<file path="src/rtl/ctc_pkg.sv">
`default_nettype none

package ctc_pkg;

  // field widths
  localparam int SCORE_W  = 16;
  localparam int CLASS_W  = 13;
  localparam int DICT_W   = 14;
  localparam int KEPT_W   = 11;
  localparam int TOTAL_W  = 26;

  // row position counter saturates at MAX_CLASSES, so it needs one more bit
  localparam int CNT_W       = CLASS_W + 1;
  localparam int MAX_CLASSES = 1 << CLASS_W;
  localparam int MAX_STEPS   = 1 << (KEPT_W - 1);

  // divider steps, one quotient bit each
  localparam int DIV_STEPS  = TOTAL_W;
  localparam int DIV_STEP_W = $clog2(DIV_STEPS);

  localparam logic [DICT_W-1:0] DICT_RESET = DICT_W'(MAX_CLASSES);

  // result kinds
  localparam logic KIND_CHAR    = 1'b0;
  localparam logic KIND_SUMMARY = 1'b1;

  // request to the mean divider
  typedef struct packed {
    logic               start;
    logic               neg;
    logic [TOTAL_W-1:0] dividend;
    logic [KEPT_W-1:0]  divisor;
  } div_req_t;

endpackage

`default_nettype wire

</file>
<file path="src/rtl/ctc_if.sv">
`default_nettype none

// score input channel
interface ctc_in_if import ctc_pkg::*; ();
  logic                      valid;
  logic                      ready;
  logic signed [SCORE_W-1:0] class_score;
  logic                      row_end;
  logic                      sequence_end;

  modport source (output valid, class_score, row_end, sequence_end, input ready);
  modport sink   (input valid, class_score, row_end, sequence_end, output ready);
endinterface

// result channel
interface ctc_out_if import ctc_pkg::*; ();
  logic                      valid;
  logic                      ready;
  logic                      result_kind;
  logic [CLASS_W-1:0]        class_index;
  logic signed [SCORE_W-1:0] score_value;
  logic [KEPT_W-1:0]         kept_total;
  logic                      last_result;

  modport source (output valid, result_kind, class_index, score_value, kept_total,
                  last_result, input ready);
  modport sink   (input valid, result_kind, class_index, score_value, kept_total,
                  last_result, output ready);
endinterface

// configuration write channel
interface ctc_cfg_if import ctc_pkg::*; ();
  logic              valid;
  logic              ready;
  logic [DICT_W-1:0] dictionary_size;

  modport source (output valid, dictionary_size, input ready);
  modport sink   (input valid, dictionary_size, output ready);
endinterface

`default_nettype wire

</file>
<file path="src/rtl/ctc_greedy_decoder_unit.sv">
`default_nettype none

// channel  dir  handshake      word
// in_ch    in   valid/ready    class_score, row_end, sequence_end
// out_ch   out  valid/ready    result_kind, class_index, score_value, kept_total, last_result
// cfg_ch   in   valid/ready    dictionary_size (always ready)
//
// A score is taken in any idle cycle with a free result register; a kept row winner
// is placed in the result register at the edge that takes the row's last score.
// A sequence end runs the restoring divider for the mean, 26 steps of one quotient bit,
// and no score is taken until the summary has been placed in the result register.
// Reset is synchronous, with no clearing pass.
// A full result register that is not being taken holds off the input and the summary.

module ctc_greedy_decoder_unit import ctc_pkg::*; (
  input wire logic  clk,
  input wire logic  rst_n,
  ctc_in_if.sink    in_ch,
  ctc_out_if.source out_ch,
  ctc_cfg_if.sink   cfg_ch
);

  typedef enum logic [2:0] {
    ST_IDLE = 3'b001,
    ST_DIV  = 3'b010,
    ST_SUM  = 3'b100
  } state_t;

  state_t                    state_r, state_nxt;
  logic [DICT_W-1:0]         dict_r;
  logic signed [SCORE_W-1:0] best_score_r, best_score_nxt;
  logic [CLASS_W-1:0]        best_class_r, best_class_nxt;
  logic [CNT_W-1:0]          cls_cnt_r, cls_cnt_nxt;
  logic [CLASS_W-1:0]        prev_win_r, prev_win_nxt;
  logic                      prev_valid_r, prev_valid_nxt;
  logic signed [TOTAL_W-1:0] total_r, total_nxt;
  logic [KEPT_W-1:0]         kept_cnt_r, kept_cnt_nxt;
  logic [KEPT_W-1:0]         sum_kept_r, sum_kept_nxt;
  logic signed [SCORE_W-1:0] mean_r, mean_nxt;

  logic                      out_valid_r, out_valid_nxt;
  logic                      out_kind_r, out_kind_nxt;
  logic [CLASS_W-1:0]        out_class_r, out_class_nxt;
  logic signed [SCORE_W-1:0] out_score_r, out_score_nxt;
  logic [KEPT_W-1:0]         out_kept_r, out_kept_nxt;
  logic                      out_last_r, out_last_nxt;

  logic                      out_free;
  logic                      in_acc;
  logic                      in_range;
  logic [CNT_W-1:0]          cls_cnt_inc;
  logic                      dup;
  logic                      keep;
  logic                      kept_full;
  logic signed [TOTAL_W-1:0] total_upd;
  logic [KEPT_W-1:0]         kept_upd;
  logic                      seq_close;
  div_req_t                  div_req;
  logic                      div_done;
  logic signed [SCORE_W-1:0] div_quo;

  // handshakes
  assign out_free     = ~out_valid_r | out_ch.ready;
  assign in_ch.ready  = (state_r == ST_IDLE) & out_free;
  assign in_acc       = in_ch.valid & in_ch.ready;
  assign cfg_ch.ready = 1'b1;

  // running argmax, ties keep the earlier class
  assign in_range    = ~cls_cnt_r[CNT_W-1];
  assign cls_cnt_inc = in_range ? cls_cnt_r + 1'b1 : cls_cnt_r;

  always_comb begin
    best_score_nxt = best_score_r;
    best_class_nxt = best_class_r;
    if (cls_cnt_r == '0) begin
      best_score_nxt = in_ch.class_score;
      best_class_nxt = '0;
    end else if (in_range && (in_ch.class_score > best_score_r)) begin
      best_score_nxt = in_ch.class_score;
      best_class_nxt = cls_cnt_r[CLASS_W-1:0];
    end
  end

  // row close: drop blank, repeat or out-of-dictionary winner
  assign dup       = prev_valid_r & (best_class_nxt == prev_win_r);
  assign keep      = ~dup & (best_class_nxt != '0) & ({1'b0, best_class_nxt} < dict_r);
  assign kept_full = kept_cnt_r[KEPT_W-1];
  assign total_upd = (keep & ~kept_full)
                     ? total_r + TOTAL_W'(best_score_nxt) : total_r;
  assign kept_upd  = (keep & ~kept_full) ? kept_cnt_r + 1'b1 : kept_cnt_r;
  assign seq_close = in_acc & in_ch.row_end & in_ch.sequence_end;

  // mean divider request on the magnitude of the total
  always_comb begin
    div_req.start    = seq_close;
    div_req.neg      = total_upd[TOTAL_W-1];
    div_req.dividend = total_upd[TOTAL_W-1] ? TOTAL_W'(-total_upd) : TOTAL_W'(total_upd);
    div_req.divisor  = kept_upd;
  end

  ctc_div u_div (
    .clk      (clk),
    .rst_n    (rst_n),
    .req      (div_req),
    .done     (div_done),
    .quotient (div_quo)
  );

  // sequencer and decoder state
  always_comb begin
    state_nxt      = state_r;
    cls_cnt_nxt    = cls_cnt_r;
    prev_win_nxt   = prev_win_r;
    prev_valid_nxt = prev_valid_r;
    total_nxt      = total_r;
    kept_cnt_nxt   = kept_cnt_r;
    sum_kept_nxt   = sum_kept_r;
    mean_nxt       = mean_r;
    out_valid_nxt  = out_valid_r & ~out_ch.ready;
    out_kind_nxt   = out_kind_r;
    out_class_nxt  = out_class_r;
    out_score_nxt  = out_score_r;
    out_kept_nxt   = out_kept_r;
    out_last_nxt   = out_last_r;

    unique case (state_r)
      ST_IDLE: begin
        if (in_acc) begin
          cls_cnt_nxt = cls_cnt_inc;
          if (in_ch.row_end) begin
            cls_cnt_nxt    = '0;
            prev_win_nxt   = best_class_nxt;
            prev_valid_nxt = 1'b1;
            total_nxt      = total_upd;
            kept_cnt_nxt   = kept_upd;
            if (keep) begin
              out_valid_nxt = 1'b1;
              out_kind_nxt  = KIND_CHAR;
              out_class_nxt = best_class_nxt;
              out_score_nxt = best_score_nxt;
              out_kept_nxt  = kept_upd;
              out_last_nxt  = 1'b0;
            end
            if (in_ch.sequence_end) begin
              sum_kept_nxt   = kept_upd;
              prev_win_nxt   = '0;
              prev_valid_nxt = 1'b0;
              total_nxt      = '0;
              kept_cnt_nxt   = '0;
              state_nxt      = ST_DIV;
            end
          end
        end
      end
      ST_DIV: begin
        if (div_done) begin
          mean_nxt  = div_quo;
          state_nxt = ST_SUM;
        end
      end
      ST_SUM: begin
        if (out_free) begin
          out_valid_nxt = 1'b1;
          out_kind_nxt  = KIND_SUMMARY;
          out_class_nxt = '0;
          out_score_nxt = mean_r;
          out_kept_nxt  = sum_kept_r;
          out_last_nxt  = 1'b1;
          state_nxt     = ST_IDLE;
        end
      end
      default: state_nxt = ST_IDLE;
    endcase
  end

  // control and decoder state
  always_ff @(posedge clk) begin
    if (!rst_n) begin
      state_r      <= ST_IDLE;
      dict_r       <= DICT_RESET;
      cls_cnt_r    <= '0;
      prev_win_r   <= '0;
      prev_valid_r <= 1'b0;
      total_r      <= '0;
      kept_cnt_r   <= '0;
      out_valid_r  <= 1'b0;
    end else begin
      state_r      <= state_nxt;
      cls_cnt_r    <= cls_cnt_nxt;
      prev_win_r   <= prev_win_nxt;
      prev_valid_r <= prev_valid_nxt;
      total_r      <= total_nxt;
      kept_cnt_r   <= kept_cnt_nxt;
      out_valid_r  <= out_valid_nxt;
      if (cfg_ch.valid) begin
        dict_r <= cfg_ch.dictionary_size;
      end
    end
  end

  // payload registers
  always_ff @(posedge clk) begin
    if (in_acc) begin
      best_score_r <= best_score_nxt;
      best_class_r <= best_class_nxt;
    end
    sum_kept_r  <= sum_kept_nxt;
    mean_r      <= mean_nxt;
    out_kind_r  <= out_kind_nxt;
    out_class_r <= out_class_nxt;
    out_score_r <= out_score_nxt;
    out_kept_r  <= out_kept_nxt;
    out_last_r  <= out_last_nxt;
  end

  // result word
  assign out_ch.valid       = out_valid_r;
  assign out_ch.result_kind = out_kind_r;
  assign out_ch.class_index = out_class_r;
  assign out_ch.score_value = out_score_r;
  assign out_ch.kept_total  = out_kept_r;
  assign out_ch.last_result = out_last_r;

  // a closed sequence leaves fresh tracking state and starts the divider
  a_seq_close: assert property (@(posedge clk) disable iff (!rst_n)
    seq_close |=> (kept_cnt_r == '0) && !prev_valid_r && (state_r == ST_DIV))
    else $error("sequence close did not clear tracking state");

  // the kept count never passes its ceiling
  a_kept_bound: assert property (@(posedge clk) disable iff (!rst_n)
    kept_cnt_r <= KEPT_W'(MAX_STEPS))
    else $error("kept counter above ceiling");

  // divider finishes only while the sequencer waits for it
  a_div_done: assert property (@(posedge clk) disable iff (!rst_n)
    div_done |-> (state_r == ST_DIV))
    else $error("divider done outside wait state");

  // no input word is taken while the summary is pending
  a_no_take: assert property (@(posedge clk) disable iff (!rst_n)
    (state_r == ST_DIV || state_r == ST_SUM) |-> !in_ch.ready)
    else $error("input taken during summary");

endmodule

`default_nettype wire

</file>
<file path="src/rtl/ctc_div.sv">
`default_nettype none

module ctc_div import ctc_pkg::*; (
  input  wire logic                 clk,
  input  wire logic                 rst_n,
  input  wire div_req_t             req,
  output logic                      done,
  output logic signed [SCORE_W-1:0] quotient
);

  logic                  busy_r, busy_nxt;
  logic                  done_r, done_nxt;
  logic [DIV_STEP_W-1:0] step_r, step_nxt;
  logic [KEPT_W-1:0]     rem_r, rem_nxt;
  logic [TOTAL_W-1:0]    quo_r, quo_nxt;
  logic [KEPT_W-1:0]     dvs_r, dvs_nxt;
  logic                  neg_r, neg_nxt;
  logic                  zero_r, zero_nxt;

  logic [KEPT_W+1:0]     trial;
  logic                  take;
  logic [SCORE_W:0]      q_mag;
  logic [SCORE_W:0]      q_signed;

  // one restoring step: shift in the next dividend bit, try the subtract
  assign trial = {1'b0, rem_r, quo_r[TOTAL_W-1]} - {2'b00, dvs_r};
  assign take  = ~trial[KEPT_W+1];

  always_comb begin
    busy_nxt = busy_r;
    done_nxt = 1'b0;
    step_nxt = step_r;
    rem_nxt  = rem_r;
    quo_nxt  = quo_r;
    dvs_nxt  = dvs_r;
    neg_nxt  = neg_r;
    zero_nxt = zero_r;
    if (req.start) begin
      busy_nxt = 1'b1;
      step_nxt = '0;
      rem_nxt  = '0;
      quo_nxt  = req.dividend;
      dvs_nxt  = req.divisor;
      neg_nxt  = req.neg;
      zero_nxt = (req.divisor == '0);
    end else if (busy_r) begin
      rem_nxt  = take ? trial[KEPT_W-1:0] : {rem_r[KEPT_W-2:0], quo_r[TOTAL_W-1]};
      quo_nxt  = {quo_r[TOTAL_W-2:0], take};
      step_nxt = step_r + 1'b1;
      if (step_r == DIV_STEP_W'(DIV_STEPS - 1)) begin
        busy_nxt = 1'b0;
        done_nxt = 1'b1;
      end
    end
  end

  // control state
  always_ff @(posedge clk) begin
    if (!rst_n) begin
      busy_r <= 1'b0;
      done_r <= 1'b0;
      step_r <= '0;
    end else begin
      busy_r <= busy_nxt;
      done_r <= done_nxt;
      step_r <= step_nxt;
    end
  end

  // datapath
  always_ff @(posedge clk) begin
    rem_r  <= rem_nxt;
    quo_r  <= quo_nxt;
    dvs_r  <= dvs_nxt;
    neg_r  <= neg_nxt;
    zero_r <= zero_nxt;
  end

  // magnitude never exceeds 2^(SCORE_W-1), sign applied last
  assign q_mag    = quo_r[SCORE_W:0];
  assign q_signed = neg_r ? (~q_mag + 1'b1) : q_mag;
  assign quotient = zero_r ? '0 : q_signed[SCORE_W-1:0];
  assign done     = done_r;

endmodule

`default_nettype wire
</file>
<file path="src/flat_wrapper.sv">
// flat-port wrapper written by rule: the top's interface ports become plain ports
module ctc_greedy_decoder_unit_flat import ctc_pkg::*;
  (clk, rst_n, in_ch_valid, in_ch_class_score, in_ch_row_end, in_ch_sequence_end, in_ch_ready, out_ch_valid, out_ch_result_kind, out_ch_class_index, out_ch_score_value, out_ch_kept_total, out_ch_last_result, out_ch_ready, cfg_ch_valid, cfg_ch_dictionary_size, cfg_ch_ready);
  ctc_in_if in_ch_i ();
  ctc_out_if out_ch_i ();
  ctc_cfg_if cfg_ch_i ();
  input wire logic clk;
  input wire logic rst_n;
  input wire logic [$bits(in_ch_i.valid)-1:0] in_ch_valid;
  input wire logic [$bits(in_ch_i.class_score)-1:0] in_ch_class_score;
  input wire logic [$bits(in_ch_i.row_end)-1:0] in_ch_row_end;
  input wire logic [$bits(in_ch_i.sequence_end)-1:0] in_ch_sequence_end;
  output wire logic [$bits(in_ch_i.ready)-1:0] in_ch_ready;
  output wire logic [$bits(out_ch_i.valid)-1:0] out_ch_valid;
  output wire logic [$bits(out_ch_i.result_kind)-1:0] out_ch_result_kind;
  output wire logic [$bits(out_ch_i.class_index)-1:0] out_ch_class_index;
  output wire logic [$bits(out_ch_i.score_value)-1:0] out_ch_score_value;
  output wire logic [$bits(out_ch_i.kept_total)-1:0] out_ch_kept_total;
  output wire logic [$bits(out_ch_i.last_result)-1:0] out_ch_last_result;
  input wire logic [$bits(out_ch_i.ready)-1:0] out_ch_ready;
  input wire logic [$bits(cfg_ch_i.valid)-1:0] cfg_ch_valid;
  input wire logic [$bits(cfg_ch_i.dictionary_size)-1:0] cfg_ch_dictionary_size;
  output wire logic [$bits(cfg_ch_i.ready)-1:0] cfg_ch_ready;
  assign in_ch_i.valid = in_ch_valid;
  assign in_ch_i.class_score = in_ch_class_score;
  assign in_ch_i.row_end = in_ch_row_end;
  assign in_ch_i.sequence_end = in_ch_sequence_end;
  assign in_ch_ready = in_ch_i.ready;
  assign out_ch_valid = out_ch_i.valid;
  assign out_ch_result_kind = out_ch_i.result_kind;
  assign out_ch_class_index = out_ch_i.class_index;
  assign out_ch_score_value = out_ch_i.score_value;
  assign out_ch_kept_total = out_ch_i.kept_total;
  assign out_ch_last_result = out_ch_i.last_result;
  assign out_ch_i.ready = out_ch_ready;
  assign cfg_ch_i.valid = cfg_ch_valid;
  assign cfg_ch_i.dictionary_size = cfg_ch_dictionary_size;
  assign cfg_ch_ready = cfg_ch_i.ready;
  ctc_greedy_decoder_unit u_core (.clk(clk), .rst_n(rst_n), .in_ch(in_ch_i), .out_ch(out_ch_i), .cfg_ch(cfg_ch_i));
endmodule
</file>
<file path="config.mk">
export PLATFORM = sky130hd
export DESIGN_NAME = ctc_greedy_decoder_unit_flat
export DESIGN_NICKNAME = d
export VERILOG_FILES = /design/src/rtl/ctc_pkg.sv /design/src/rtl/ctc_if.sv /design/src/rtl/ctc_greedy_decoder_unit.sv /design/src/rtl/ctc_div.sv /design/src/flat_wrapper.sv
export SDC_FILE = /design/constraint.sdc
export NUM_CORES = 1
export LEC_CHECK = 0
export ABC_CLOCK_PERIOD_IN_PS = 8400
export BUFFER_PORTS_ARGS = -buffer_cell sky130_fd_sc_hd__buf_4
export CORE_MARGIN = 3
export CORE_UTILIZATION = 64
export CTS_BUF_LIST = sky130_fd_sc_hd__clkbuf_8
export DETAILED_ROUTE_END_ITERATION = 8
export PLACE_DENSITY = 0.83
export SYNTH_ARGS = -nofsm -noshare
export SYNTH_HDL_FRONTEND = slang
export SYNTH_SLANG_ARGS = --single-unit
export TNS_END_PERCENT = 100
</file>
<file path="constraint.sdc">
create_clock -name clk -period 8.4 [get_ports clk]
set_clock_uncertainty 0.05 [all_clocks]
set_input_delay 0.42 -clock clk [delete_from_list [all_inputs] [get_ports clk]]
set_output_delay 0.42 -clock clk [all_outputs]
set_load 0.005 [all_outputs]
</file>
==> flow_summary_export.csv, run 1 <==
group,metric,value,unit
yosys,synth_seq_cells,237,
yosys,synthSimpleGateAreaFrac,18.7,%
drt,ant_nets,0,
die,io_pins,82,
yosys,yosysWarnings,0,
setup_path,cpMostUsedCell,"a21oi_1",
setup_path,timing.critical_path.from_type,"flop",
placement,dp.cells,1821,
setup_path,path_buf_inv,2,
global_routing,grt_start_max_net_pins,50,
yosys,yosys.cell_types.count,85,
final_layout,antenna_cells,0,
setup_path,crit_arrival,7.98,ns
die,die_y,155,um
yosys,synth_edf_count,136,
clocking,clk_latency,0.56,ns
clocking,clock_path_buffers,3,
pwr,leakage,0.00629,uW
die,start_util,66.3,%
sta,post-route-min-period,7.72,ns
setup_path,critical_path_class,"reg -> reg",
final_layout,area_growth,10.9,%
setup_path,slowest_delay,0.58,ns
min_path,hold_depth,3,
global_routing,grt_use_total,31.8,%
final_layout,layout-drive-gt1-share,13.1,%
clocking,clk_pin_slew,0.06,ns
yosys,synth_top_family_by_area,"simple AND/OR/NAND/NOR gates",
sta,min_period_over_period,91.9,%
pwr,vdd_drop_max,0.125,mV
yosys,synth-async-reset-ratio,0,%
setup_path,crit_required,8.66,ns
yosys,seq_area_frac_synth,43.0,%
sta,slew_viol_final,0,
yosys,synth_ff_type,"edfxtp_1",
drt,num_vias,12100,
clocking,numCtsBuffers,42,
placement,io_buffers,80,
die,placementRows,53,
status,status,"completed",
clocking,cts_hold_buf,0,
setup_path,critPathMaxFanout,18,
pwr,power.density,217,nW/um^2
setup_path,reg2regPathDepth,27,
drt,drc,0,
clocking,post_cts_resized,0,
run,cap_violations,0,
setup_path,critPathTopFamily,"compound AO/OA/AOI/OAI gates",
clocking,cts_max_level,2,
setup_path,worstReg2RegStart,"u_core.best_score_r[7]",
die,dieArea,24000,sq um
drt,drtIter0Drc,1166,
yosys,synth-adder-area-share,6.72,%
placement,gp_congestion,0.973,
clocking,cts_setup_buffers,0,
sta,setup_tns,0,ns
setup_path,worst_setup_path_end_kind,"flop",
yosys,yosys.area.top_type,"edfxtp_1",
sta,whs,0.0454,ns
placement,hpwl,28000,um
sta,worst_pin_slew,1.10,ns
yosys,synth_cells,1527,
sta,fmax,129,MHz
drt,avgRoutedWirePerCell,20.4,um
global_routing,overflow,0,
final_layout,fill_cells,1598,
yosys,synthXorXnorAreaFrac,4.01,%
sta,slew_headroom,26.7,%
drt,drt-total-wl,38700,um
yosys,syn_nets,1639,
drt,detail_route.first_pass.iterations,6,
setup_path,cp_slowest_cell,"a221oi_1",
yosys,synth.area.top_cells,"edfxtp_1 29%, dfxtp_1 14%, ha_1 6.4%",
clocking,cts_sinks,237,
global_routing,grt_pass1_wl,61300,um
clocking,clock-root-buffer,"clkbuf_8",
final_layout,fin_nets,1702,
yosys,synth.mux.area_fraction,5.16,%
die,chipWidth,155,um
global_routing,grt_pass1_vias,11400,
setup_path,cp.depth,27,
sta,rsz0062_at_grt,"no",
yosys,synth_compound_area_share,17.1,%
drt,viasPerCell,6.39,
yosys,synth_top_area_share,28.8,%
sta,hold_viol,0,
setup_path,setup.worst_path.start,"u_core.best_score_r[7]",
yosys,avgSynthCellArea,9.30,sq um
clocking,cts_tree,"done",
min_path,hp-start,"cfg_ch_dictionary_size[13]",
yosys,syn-cell-area,14200,sq um
min_path,min_path_type,"in -> reg",
final_layout,final_cells,1898,
die,core_area,21400,sq um
global_routing,grt_antenna_before_repair,0,
sta,setup_viol,0,
final cells by class:
type,count,area (sq um),area share (%)
Multi-Input combinational cell,1112,7350,46.7
Sequential cell,237,6110,38.8
Timing Repair Buffer,98,736,4.67
Clock buffer,46,633,4.02
Inverter,99,375,2.38
Tap cell,275,344,2.19
Clock inverter,31,193,1.22
synthesized netlist by cell type (9+ instances only):
cell and number:
xnor2_1 32, a211oi_1 17, and2_1 17, inv_1 96, nor3_1 35, nor2_1 136
xor2_1 33, dfxtp_1 101, clkbuf_1 50, nor4_1 11, or3_1 19, nand2_1 146
a21o_1 13, buf_2 12, o31ai_1 14, mux2i_1 42, o21a_1 9, nor2b_1 30
nand2b_1 10, o21ai_0 106, a21boi_0 21, nand4_1 35, or4_1 15, mux2_2 25
ha_1 73, o211ai_1 17, a211o_1 11, a21oi_1 71, a31oi_1 13, or2_2 11
a22o_1 12, nand3_1 34, edfxtp_1 136
state kept, by name, summed over array words and instances, names as in the netlist, 5 cells and up:
| signal | count |
|---|---|
| u_core.out_ch.class_index | 13 |
| u_core.mean_r | 16 |
| u_core.kept_cnt_r | 11 |
| u_core.sum_kept_r | 11 |
| u_core.best_score_r | 16 |
| u_core.u_div.step_r | 5 |
| u_core.u_div.rem_r | 11 |
| u_core.out_ch.score_value | 16 |
| u_core.out_ch.kept_total | 11 |
| u_core.best_class_r | 13 |
| u_core.total_r | 26 |
| u_core.cls_cnt_r | 14 |
| u_core.u_div.quo_r | 26 |
| u_core.prev_win_r | 13 |
| u_core.u_div.dvs_r | 11 |
| u_core.dict_r | 14 |
worst min-delay path: stages:
cell and delay, ns:
buf_4 0.08, mux2i_1 0.06, nand2_1 0.06
per-layer routing:
| layer | share of wire [%] | vias to the layer above | track usage [%] |
|---|---|---|---|
| met3 | 10 | 84 | 5.98 |
| met4 | 3.1 | 0 | 11.6 |
| li1 | - | 5699 | - |
| met5 | 0 | - | 0 |
| met2 | 45 | 612 | 49.7 |
| met1 | 42 | 5740 | 44.6 |
per-stage QoR:
| step | setup slack, ns | util, % | area, sq um | power, uW |
|---|---|---|---|---|
| 2_1_floorplan | 1.15 | - | 14200 | 2100 |
| 6_report | 0.678 | 73.5 | 15700 | 3420 |
| 4_1_cts | 0.607 | 73.5 | 15700 | 3410 |
| 5_1_grt | 0.197 | 73.5 | 15700 | 3590 |
| 3_5_place_dp | 0.465 | 69.6 | 14900 | 2350 |
| 3_3_place_gp | 0.763 | 69.6 | 14900 | 2320 |
path summary, 6_finish.rpt:
check / to / slack [ns]
worst min-delay path: u_core.dict_r[13] / 0.05
worst min register to register: u_core.u_div.rem_r[1] / 0.44
worst max register to register: u_core.u_div.quo_r[24] / 0.68
worst max-delay path: u_core.u_div.quo_r[24] / 0.68
cells by family after synthesis:
logic type	Yosys count
AND/OR/NAND/NOR	535
AO/OA/AOI/OAI	367
XOR/XNOR	65
multiplexers	69
adder cells (fa/ha/maj)	75
other	1
buffers and inverters	178
flip-flops	237
cells in the final DEF, fill, tap and decap left out, types with 14 or more instances in the layout:
cell type and n:
or3_1 19, mux2_2 25, nand3_1 34, or4_1 15, inv_1 108, a21oi_1 70
o31ai_1 14, xor2_1 33, nor2b_1 30, a21boi_0 21, mux2i_1 42, a211oi_1 17
ha_1 73, dfxtp_1 101, nor2_1 136, nand4_1 35, edfxtp_1 136, clkbuf_8 46
buf_4 98, nor3_1 35, o211ai_1 17, xnor2_1 32, and2_1 17, o21ai_0 105
nand2_1 146
power breakdown:
group          switching [uW]  leakage, uW  internal [uW]
logic                     583      0.00375            346
registers                71.9      0.00208           1350
clock network             500     0.000464            569
No activity file was read; power rests on OpenSTA's default activity.
==> inputs of run 2 (changes only) <==
- ABC_CLOCK_PERIOD_IN_PS: 8400 -> 7400
- CORE_UTILIZATION: 64 -> 35
- CTS_BUF_LIST: sky130_fd_sc_hd__clkbuf_8 -> sky130_fd_sc_hd__clkbuf_4
- PLACE_DENSITY: 0.83 -> unset
- clock period: 8.4 -> 7.4 ns (I/O delays scaled with it)
==> flow_summary_export.csv, run 2 (same netlist as run 1, synthesis figures left out) <==
group,metric,value,unit
status,status,"completed",
placement,pre_cts_slack,0.588,ns
final_layout,fin_nets,1768,
pwr,clkPwrFrac,31.6,%
sta,whs,0.0755,ns
final_layout,reg_top3,"u_core.total_r: 26 flops, u_core.u_div.quo_r: 26 flops",
setup_path,setup.worst_path.start,"u_core.best_score_r[15]",
sta,hold_viol,0,
sta,setup_tns,0,ns
drt,drt-total-wl,40300,um
global_routing,grt_antenna_before_repair,4,
placement,gp_congestion,0.891,
sta,fin_ws,0.571,ns
final_layout,layout-drive-gt1-share,17.1,%
drt,num_vias,12100,
clocking,cts_sinks,237,
setup_path,worst_setup_path_end_kind,"flop",
die,core_area,39900,sq um
pwr,p_total,3940,uW
drt,detail_route.first_pass.iterations,6,
die,placementRows,73,
pwr,vdd_drop_max,0.0860,mV
pwr,switchingPower,1320,uW
clocking,cts_tree,"done",
final_layout,area_growth,16.1,%
setup_path,critical_path_class,"reg -> reg",
final_layout,layout_common_cells,"146 x nand2_1, 136 x nor2_1, 136 x edfxtp_1, 119 x buf_4, 109 x clkbuf_4",
setup_path,worstReg2RegStart,"u_core.best_score_r[15]",
run,cap_violations,0,
clocking,clk_pin_slew,0.07,ns
die,start_util,35.6,%
final_layout,stdcell_area,16500,sq um
die,dieArea,43000,sq um
global_routing,grt_start_max_net_pins,50,
global_routing,grt_pass1_vias,11600,
pwr,combPwrFrac,27.5,%
sta,worst_pin_slew,1.12,ns
clocking,clk_latency,0.67,ns
final_layout,fill_cells,3906,
pwr,p_int,2620,uW
sta,rsz0062_at_grt,"no",
clocking,clock-root-buffer,"clkbuf_4",
setup_path,timing.critical_path.from_type,"flop",
drt,drtIter0Drc,999,
global_routing,grt_use_total,18.1,%
setup_path,r2r_setup_slack,0.57,ns
pwr,leakage,0.00656,uW
drt,ant_nets,0,
setup_path,crit_required,7.75,ns
min_path,min_path_type,"in -> reg",
placement,hpwl,29000,um
clocking,cts_setup_buffers,0,
drt,viasPerCell,5.38,
die,chipWidth,207,um
die,io_pins,82,
pwr,seq_power_share,40.9,%
sta,min_period_over_period,92.3,%
setup_path,crit_arrival,7.18,ns
clocking,cts_max_level,3,
clocking,numCtsBuffers,69,
setup_path,worst_r2r_endpoint,"u_core.u_div.quo_r[5]",
setup_path,critPathMaxFanout,31,
drt,avgRoutedWirePerCell,18.0,um
global_routing,overflow,0,
sta,slew_headroom,25.1,%
setup_path,reg2regPathDepth,24,
clocking,clock_path_buffers,3,
drt,drc,0,
global_routing,grt_pass1_wl,63500,um
sta,post-route-min-period,6.83,ns
sta,fmax,146,MHz
final_layout,mostFrequentLayoutCell,"nand2_1",
setup_path,endpoint,"u_core.u_div.quo_r[5]",
pwr,power.density,239,nW/um^2
pwr,swShare,33.6,%
placement,io_buffers,80,
die,die_y,207,um
sta,slew_viol_final,0,
placement,placed_area,15400,sq um
sta,setup_viol,0,
[run 2: cell types whose count changed in the layout (fill, tap and decap cells not counted), moves of 2 or more]
cell / before / now
dlygate4sd3_1: 0 / 16
clkinvlp_4: 3 / 1
buf_12: 0 / 2
clkinv_1: 9 / 14
inv_2: 1 / 5
clkinv_2: 5 / 0
clkbuf_8: 46 / 0
buf_4: 98 / 119
clkbuf_4: 0 / 109
bufinv_16: 2 / 0
inv_1: 108 / 96
diode_2: 0 / 4
[run 2: power groups by stage]
stage | combinational (uW) | sequential (uW) | clock (uW)
finish | 1090 | 1610 | 1240
global route | 1210 | 1630 | 1360
CTS | 1080 | 1610 | 1290
detailed placement | 1070 | 1640 | 0
global placement | 1050 | 1630 | 0
floorplan | 772 | 1610 | 0
[run 2: worst min-delay path by stage]
stage / endpoint / slack (ns) / startpoint / cells past startpoint
final: u_core.state_r[0] / 0.08 / rst_n / 2
after global routing: u_core.best_score_r[0] / 0.05 / in_ch_class_score[0] / 2
after CTS: u_core.state_r[0] / 0.03 / rst_n / 2
after detailed placement: u_core.prev_win_r[6] / 0.43 / u_core.prev_win_r[6] / 2
after global placement: u_core.prev_win_r[6] / 0.42 / u_core.prev_win_r[6] / 2
after floorplan: u_core.prev_valid_r / 0.39 / u_core.prev_valid_r / 2
[run 2: final cells by class]
cell class | count | area [sq um] | area share, %
tap | 525 | 657 | 3.99
clock inverter | 17 | 67.6 | 0.410
multi-input combinational | 1112 | 7360 | 44.6
inverter | 99 | 372 | 2.25
sequential | 237 | 6110 | 37.1
clock buffer | 109 | 818 | 4.97
antenna | 4 | 10.0 | 0.0607
timing repair buffer | 137 | 1090 | 6.64
[run 2: per-layer routing]
layer	track usage (%)	vias up	wire (um)
met3	3.64	82	2790
met4	6.04	2	963
met5	0	-	13
met1	25.5	5690	18800
li1	-	5863	-
met2	27.8	418	17800
[run 2: per-stage QoR]
stage | utilization, % | cells
global route | 41.3 | 2238
finish | 41.3 | 2240
detailed placement | 38.6 | 2094
floorplan | - | 1527
global placement | 38.6 | 2094
CTS | 41.3 | 2236
[run 2: critical path, stage by stage (launching register included)]
cell and delay [ns]:
edfxtp_1 0.32, inv_1 0.05, ha_1 0.36, nand4_1 0.22, o41a_1 0.48, nand2_1 0.11
a31o_2 0.30, nand3_1 0.19, buf_12 0.20, a21oi_1 0.24, inv_1 0.11, ha_1 0.30
a211oi_1 0.44, o21a_1 0.27, nor4b_1 0.09, buf_4 0.17, o2111ai_1 0.32, a31oi_1 0.18
a41oi_1 0.29, a21oi_1 0.11, xnor2_1 0.17, or4_1 0.47, a221oi_1 0.57, xnor2_1 0.22
mux2_2 0.31
[run 2: repair_timing]
action,in CTS,in global routing
endpoints found under the setup margin,0,1
endpoints found under the hold margin,15,0
hold buffers,16,0
resized for setup,0,1
==> inputs of run 3 (changes only) <==
- CORE_ASPECT_RATIO: unset -> 0.5
- CORE_MARGIN: 3 -> 2
==> flow_summary_export.csv, run 3 (same netlist as run 1, synthesis figures left out) <==
group,metric,value,unit
status,status,"completed",
setup_path,worst_setup_path_end_kind,"flop",
clocking,cts_setup_buffers,0,
pwr,p_int,2510,uW
final_layout,reg_top3,"u_core.total_r: 26 flops, u_core.u_div.quo_r: 26 flops",
setup_path,crit_chain,"inv_1, ha_1, nand4_1, o41a_1, nand2_1, a31o_2, nand3_1, buf_4, o21ai_0, ha_1, nand2_1, nor2_1, nor4b_2, o2111ai_1, a31oi_1, a41oi_1, a21oi_1, xnor2_1, o31ai_2, and2_4, clkinvlp_4, buf_4, a211o_1, nand3_1",
placement,gp_congestion,0.902,
final_layout,seq_area,6110,sq um
final_layout,mostFrequentLayoutCell,"nand2_1",
sta,slew_headroom,23.6,%
pwr,seq_power_share,42.4,%
setup_path,r2r_setup_slack,0.50,ns
final_layout,fill_cells,4023,
pwr,switchingPower,1300,uW
placement,pre_cts_slack,-0.0534,ns
die,die_y,146,um
global_routing,grt_pass1_vias,11300,
final_layout,area_growth,15.7,%
clocking,cts_sinks,237,
drt,drt-total-wl,39800,um
drt,ant_nets,0,
sta,worst_pin_slew,1.13,ns
sta,slew_viol_final,0,
sta,post-route-min-period,6.90,ns
sta,setup_tns,0,ns
pwr,leakage,0.00647,uW
pwr,vdd_drop_max,0.0873,mV
sta,fmax,145,MHz
clocking,numCtsBuffers,60,
die,io_pins,82,
global_routing,grt_antenna_before_repair,1,
setup_path,critical_path_class,"reg -> reg",
final_layout,fin_nets,1761,
placement,io_buffers,80,
drt,avgRoutedWirePerCell,17.8,um
final_layout,layout-drive-gt1-share,15.4,%
global_routing,grt_pass1_wl,62900,um
pwr,clkPwrFrac,29.6,%
setup_path,crit_arrival,7.43,ns
run,cap_violations,0,
drt,viasPerCell,5.35,
placement,hpwl,27900,um
setup_path,timing.critical_path.from_type,"flop",
clocking,clk_latency,0.74,ns
sta,setup_viol,0,
setup_path,critPathTopFamily,"compound AO/OA/AOI/OAI gates",
drt,num_vias,12000,
pwr,power.density,232,nW/um^2
setup_path,critPathMaxFanout,24,
die,start_util,35.3,%
min_path,min_path_type,"in -> reg",
sta,hold_viol,0,
clocking,clock-root-buffer,"clkbuf_4",
global_routing,grt_start_max_net_pins,50,
global_routing,overflow,0,
drt,drc,0,
final_layout,layout_common_cells,"146 x nand2_1, 136 x nor2_1, 136 x edfxtp_1, 108 x buf_4, 102 x o21ai_0",
setup_path,crit_required,7.93,ns
setup_path,slowest_delay,0.54,ns
pwr,combPwrFrac,28.0,%
drt,drtIter0Drc,1013,
clocking,clk_pin_slew,0.07,ns
die,chipWidth,289,um
sta,rsz0062_at_grt,"no",
setup_path,path_buf_inv,4,
sta,min_period_over_period,93.2,%
global_routing,grt_use_total,18.7,%
clocking,clock_path_buffers,3,
sta,fin_ws,0.501,ns
drt,detail_route.first_pass.iterations,6,
die,placementRows,52,
clocking,cts_max_level,2,
clocking,cts_tree,"done",
final_layout,multi_input_area,7390,sq um
setup_path,cp_slowest_cell,"o21ai_0",
die,dieArea,42300,sq um
sta,whs,0.0408,ns
pwr,swShare,34.1,%
die,core_area,40200,sq um
run 3: cell types whose count changed in the layout (fill, tap and decap cells not counted), moves of 2 or more:
cell / delta
buf_12: -2
buf_4: -11
clkbuf_4: -18
clkinv_1: +3
clkinv_2: +3
diode_2: -3
dlygate4sd3_1: +15
inv_2: -4
o21ai_0: -3
o21ai_1: +3
run 3: worst reg2reg max path, delay by kind of cell, from the launching register on:
family          cells  cell delay, ns
buf+inv             4            1.03
compound gates      9            2.79
flops               1            0.33
simple gates        8            1.67
fa+ha+maj           2            0.74
xor+xnor            1            0.15
run 3: power groups by stage:
stage	Clock (uW)	Sequential [uW]	Combinational [uW]
floorplan	0	1610	772
global placement	0	1640	1020
detailed placement	0	1640	1030
CTS	1160	1610	1050
global route	1230	1630	1180
finish	1130	1610	1060
run 3: metal layers:
layer	wire length [um]	global-route usage [%]	up-vias	part of all wire, %
met5	0	0	-	0
met4	1000	5.93	0	2.5
met3	2390	3.22	85	6.0
met2	17300	28.0	400	43
met1	19100	27.2	5659	48
li1	-	-	5835	-
run 3: path summary, 6_finish.rpt:
path,startpoint,end,depth (start not counted)
worst min register to register,u_core.prev_win_r[6],u_core.prev_win_r[6],2
worst max-delay path,u_core.best_score_r[15],u_core.u_div.quo_r[6],24
worst min-delay path,in_ch_class_score[7],u_core.best_score_r[7],3
worst max register to register,u_core.best_score_r[15],u_core.u_div.quo_r[6],24
run 3: repair_timing:
action	CTS	global route
endpoints found under the hold margin	29	0
hold buffers	31	0
setup endpoints to repair	0	25
gates resized for setup	0	8
run 3: area by class of cell:
class	instances	share of cell area [%]
inverters	99	2.29
clock inverters	19	0.457
repair buffers	139	6.82
well taps	540	4.11
flip-flops and latches	237	37.2
multi-input cells	1112	45.0
diodes	1	0.0152
clock buffers	91	4.16
run 3: metrics by stage:
| step | instances | power [uW] | utilization [%] | cell area (sq um) |
|---|---|---|---|---|
| global placement | 2096 | 2660 | 38.1 | 15300 |
| detailed placement | 2096 | 2670 | 38.1 | 15300 |
| finish | 2238 | 3800 | 40.9 | 16400 |
| floorplan | 1527 | 2380 | - | 14200 |
| CTS | 2237 | 3830 | 40.8 | 16400 |
| global route | 2238 | 4050 | 40.9 | 16400 |
